## src/hdl/nfq_pkg.sv

```systemverilog
// Shared types and constants for the nearest-first job queue.
`default_nettype none
package nfq_pkg;
  localparam int ID_W    = 16;
  localparam int COORD_W = 24;
  localparam int DIST_W  = 50;
  localparam int ENTRY_W = ID_W + 3 * COORD_W;
  localparam int KIND_W  = 3;
  localparam int IN_DATA_W  = ID_W + 6 * COORD_W;
  localparam int OUT_DATA_W = 72;

  typedef logic [COORD_W-1:0] coord_t;
  typedef logic [DIST_W-1:0]  dist_t;

  typedef struct packed {
    coord_t          z;
    coord_t          y;
    coord_t          x;
    logic [ID_W-1:0] id;
  } entry_t;

  typedef enum logic [KIND_W-1:0] {
    KIND_DISCARDED = 3'd0,
    KIND_SELECTED  = 3'd1,
    KIND_EMPTY     = 3'd2,
    KIND_PUSH_OK   = 3'd3,
    KIND_PUSH_FULL = 3'd4
  } kind_t;

  localparam logic OP_PUSH = 1'b0;
  localparam logic OP_POP  = 1'b1;

  localparam logic [7:0] REG_MAX_DIST_SQ    = 8'd0;
  localparam logic [7:0] REG_DISCARD_ENABLE = 8'd1;
endpackage
`default_nettype wire

```

## src/hdl/nfq_dist.sv

```systemverilog
// Shared squared-distance unit: one multiplier, one axis per cycle.
`default_nettype none
module nfq_dist
  import nfq_pkg::*;
(
  input  wire logic   clk,
  input  wire logic   rst_n,
  input  wire logic   start,
  input  wire entry_t ent,
  input  wire coord_t vx,
  input  wire coord_t vy,
  input  wire coord_t vz,
  output logic        done,
  output dist_t       dist_sq
);
  logic [1:0]  cnt_r;
  logic        busy_r;
  logic        done_r;
  dist_t       acc_r;
  dist_t       prod_r;
  coord_t      a, b;
  logic [COORD_W:0] diff, mag;
  logic [2*COORD_W+1:0] sq;

  always_comb begin
    case (cnt_r)
      2'd0: begin a = ent.x; b = vx; end
      2'd1: begin a = ent.y; b = vy; end
      default: begin a = ent.z; b = vz; end
    endcase
    diff = {a[COORD_W-1], a} - {b[COORD_W-1], b};
    mag  = diff[COORD_W] ? (~diff + 1'b1) : diff;
    sq   = mag * mag;
  end

  always_ff @(posedge clk) begin
    if (!rst_n) begin
      busy_r <= 1'b0;
      done_r <= 1'b0;
      cnt_r  <= 2'd0;
    end else begin
      done_r <= !start && busy_r && (cnt_r == 2'd3);
      if (start) begin
        busy_r <= 1'b1;
        cnt_r  <= 2'd0;
        acc_r  <= '0;
      end else if (busy_r) begin
        // product of the previous axis accumulates while the next one multiplies
        if (cnt_r != 2'd0) acc_r <= acc_r + prod_r;
        if (cnt_r == 2'd3) begin
          busy_r <= 1'b0;
        end else begin
          prod_r <= sq[DIST_W-1:0];
          cnt_r  <= cnt_r + 2'd1;
        end
      end
    end
  end

  assign done    = done_r;
  assign dist_sq = acc_r;
endmodule
`default_nettype wire

```

## config.mk

```make
export PLATFORM = sky130hd
export DESIGN_NAME = nfq_dist
export DESIGN_NICKNAME = d
export VERILOG_FILES = /design/src/hdl/nfq_pkg.sv /design/src/hdl/nfq_dist.sv
export SDC_FILE = /design/constraint.sdc
export NUM_CORES = 2
export LEC_CHECK = 0
export ABC_AREA = 1
export ABC_CLOCK_PERIOD_IN_PS = 13300
export BUFFER_PORTS_ARGS = -buffer_cell sky130_fd_sc_hd__buf_2
export CORE_ASPECT_RATIO = 1.4
export CORE_MARGIN = 2
export CORE_UTILIZATION = 64
export CTS_BUF_LIST = sky130_fd_sc_hd__clkbuf_4 sky130_fd_sc_hd__clkbuf_8
export DETAILED_ROUTE_END_ITERATION = 7
export PLACE_DENSITY = 0.84
export SLEW_MARGIN = 20
export SYNTH_ARGS = -nofsm -noshare
export SYNTH_HDL_FRONTEND = slang
export SYNTH_SLANG_ARGS = --single-unit
```

## constraint.sdc

```tcl
create_clock -name clk -period 13.3 [get_ports clk]
set_input_delay 1.995 -clock clk [delete_from_list [all_inputs] [get_ports clk]]
set_output_delay 1.995 -clock clk [all_outputs]
set_load 0.1 [all_outputs]
```

==> out/summary.txt <==
Status: finished clean
Worst hold path class: reg2reg
Crit path max-delay cell type: inv_1
Area occupied by multi-input gates: 0.0207 mm2
Placed Area: 0.0287 mm2
Slew Limit Fails: 0
Layout cells sized above 1: 9.82%
CTS H-Tree Depth: 3
CP max FO: 30
RSZ-0062 raised after global routing: false
Port Buf Inserts: 197
Die height: 248 um
Synthesized flop and latch total: 103
CP Capture Type: flop
CP Data Required Time: 13.45 ns
Startpoint types: input pin
IO Pins: 214
Final net count: 4437
First-pass GRT wire length: 115000 um
Worst-skew pair later-pin latency: 0.40 ns
Ant diodes: 0
Slew HR: 32.2%
Die area: 0.0441 mm2
EDFF count, synth: 99
Detailed Route Iter0 Violations: 1146
Crit path kind: in2reg
Grt ovf: 0
GRT Overall Usage: 33.4%
Register area: 0.00305 mm2
Total Wirelength: 71000 um
CTS Buf Count: 9
Clock transition at path regs: 0.10 ns
GPL Wtd Cong: 0.983
Minimum clock period: 11.44 ns
Post-route DRC: 0
Pre-antenna DRT Iters: 5
Setup bufs post-CTS: 0
Drt via density: 5.59
Routed Antenna Nets: 0
Async SR Flop Fraction: 0%
Least-Margin Pin Slew: 1.02 ns
Drt wl/cell: 17.3 um
Post-Place Worst Slack: 1.53 ns
Post-CTS sizing: 0
Clock Skew: 0.0154 ns
Root Buffer: clkbuf_8
Register area share after synthesis: 11.2%
Final setup viols: 0
Synth Warn #: 0
Worst Slack Setup Final: 1.86 ns
Post-DP HPWL: 60200 um
Hold Slack: 0.488 ns
Top FF cell, synth: edfxtp_1
Row count: 89
Antenna violations before repair: 0
Area Growth Syn to Fin: 6.28%
Hold_buf cts: 0
CP dominant cell by count: fa_1
Final number of hold-violating endpoints: 0
Filler cells: 3403
Largest net degree at the start of global routing: 51
Setup TNS: 0 ns
Synth unique cells: 55
Gate Count Post-Synth: 3373
Starting Density: 64.7%
Vias in the first global route: 24.5k
Cell area after layout: 0.0289 mm2
Max clock buf depth: 2
CP max stage delay: 0.76 ns
WP data arrival: 11.59 ns
Mean Syn Cell Area: 8.06 um2
Synth Cell Area: 0.0272 mm2
Number of max-cap violations: 0
Period utilization: 86.0%
Sink Count: 103
Routed vias: 22.9k
CTS tree: built
Core Area: 0.0420 mm2
Die X: 178 um
Max Fclk: 87.4 MHz
-- metal layers --
metal / GRT usage, % / routed length [um] / vias up
li1: - / - / 10728
met1: 35.7 / 25100 / 10865
met2: 61.4 / 36100 / 985
met3: 4.04 / 4390 / 333
met4: 22.4 / 5470 / 0
met5: 0 / 0 / -
-- area by class of cell --
| cell class | instances | area share, % |
|---|---|---|
| inverter | 827 | 10.8 |
| clock inverter | 7 | 0.290 |
| multi-input combinational | 2396 | 71.8 |
| tap | 546 | 2.37 |
| timing repair buffer | 212 | 3.80 |
| clock buffer | 9 | 0.429 |
| sequential | 103 | 10.6 |
-- synthesized netlist by cell type (4+ instances only) --
cell type  count  area share (%)
nor3_1        21            0.39
xnor2_1       21            0.68
nand3_2        5            0.18
o21a_1        14            0.39
buf_4          9            0.25
nand3b_1       4            0.11
a21o_1        17            0.47
a22oi_1       22            0.61
nand3_1       85             1.6
inv_2         34            0.47
nor2_2        20            0.46
edfxtp_1      99              11
o21ai_1        4           0.074
nor2_1       347             4.8
nand2_2       26            0.60
buf_6          9            0.37
fa_1         469              35
inv_1        789              11
a22o_1        24            0.77
nand4_1       22            0.51
buf_2         18            0.33
a21oi_1      220             4.1
ha_1         256              12
nor4_1         5            0.12
inv_4          4           0.092
clkbuf_1      23            0.32
a21boi_0       6            0.17
a31oi_1       23            0.53
o21bai_1      13            0.36
nor2_4        13            0.54
dfxtp_1        4            0.29
nand2_1      553             7.6
xor2_1        33             1.1
o21ai_0      121             2.2
-- kinds of logic after synthesis --
| kind of cell | after synthesis | share of synthesized area [%] |
|---|---|---|
| compound gates | 478 | 10.1 |
| fa+ha+maj | 725 | 46.3 |
| other cells | 2 | 0.0276 |
| flops | 103 | 11.2 |
| xor+xnor | 59 | 2.08 |
| simple gates | 1116 | 17.4 |
| buf+inv | 890 | 12.8 |
-- worst paths after layout --
kind,startpoint,end,slack (ns),cells after the start
worst min-delay path,busy_r$_SDFF_PN0_,done$_SDFF_PN0_,0.49,2
worst min register to register,busy_r$_SDFF_PN0_,done$_SDFF_PN0_,0.49,2
worst max register to register,cnt_r[1]$_SDFFE_PP0P_,prod_r[44]$_DFFE_PP_,1.97,42
worst max-delay path,ent[16],prod_r[44]$_DFFE_PP_,1.86,39
-- stage by stage --
step | std cells | utilization, %
finish | 4100 | 68.8
floorplan | 3389 | -
global route | 4100 | 68.8
detailed placement | 4084 | 68.3
global placement | 4084 | 68.3
CTS | 4100 | 68.8
-- sequential cells by signal, summed over array words and instances, names as in the netlist --
| signal | count |
|---|---|
| busy_r | 1 |
| cnt_r | 2 |
| dist_sq | 50 |
| prod_r | 49 |
| done | 1 |
-- cell usage in the layout (no fill, tap or decap), types with 85 or more instances in the layout --
master,n
a21oi_1,220
fa_1,469
nand3_1,85
nor2_1,344
nand2_1,553
edfxtp_1,99
o21ai_0,121
buf_2,197
inv_1,789
ha_1,254
-- worst max-delay path: cells and delay by family --
| family | cells | cell delay (ns) |
|---|---|---|
| xor gates and xnor gates | 1 | 0.14 |
| AOI/OAI and AO/OA | 6 | 1.38 |
| buffers and inverters | 7 | 1.22 |
| adders and majority gates | 10 | 4.49 |
| and+or+nand+nor | 15 | 2.32 |
Power is left out: the tool's default activity adds up to more than one toggle a clock period on the data nets, which glitch-free logic cannot reach.
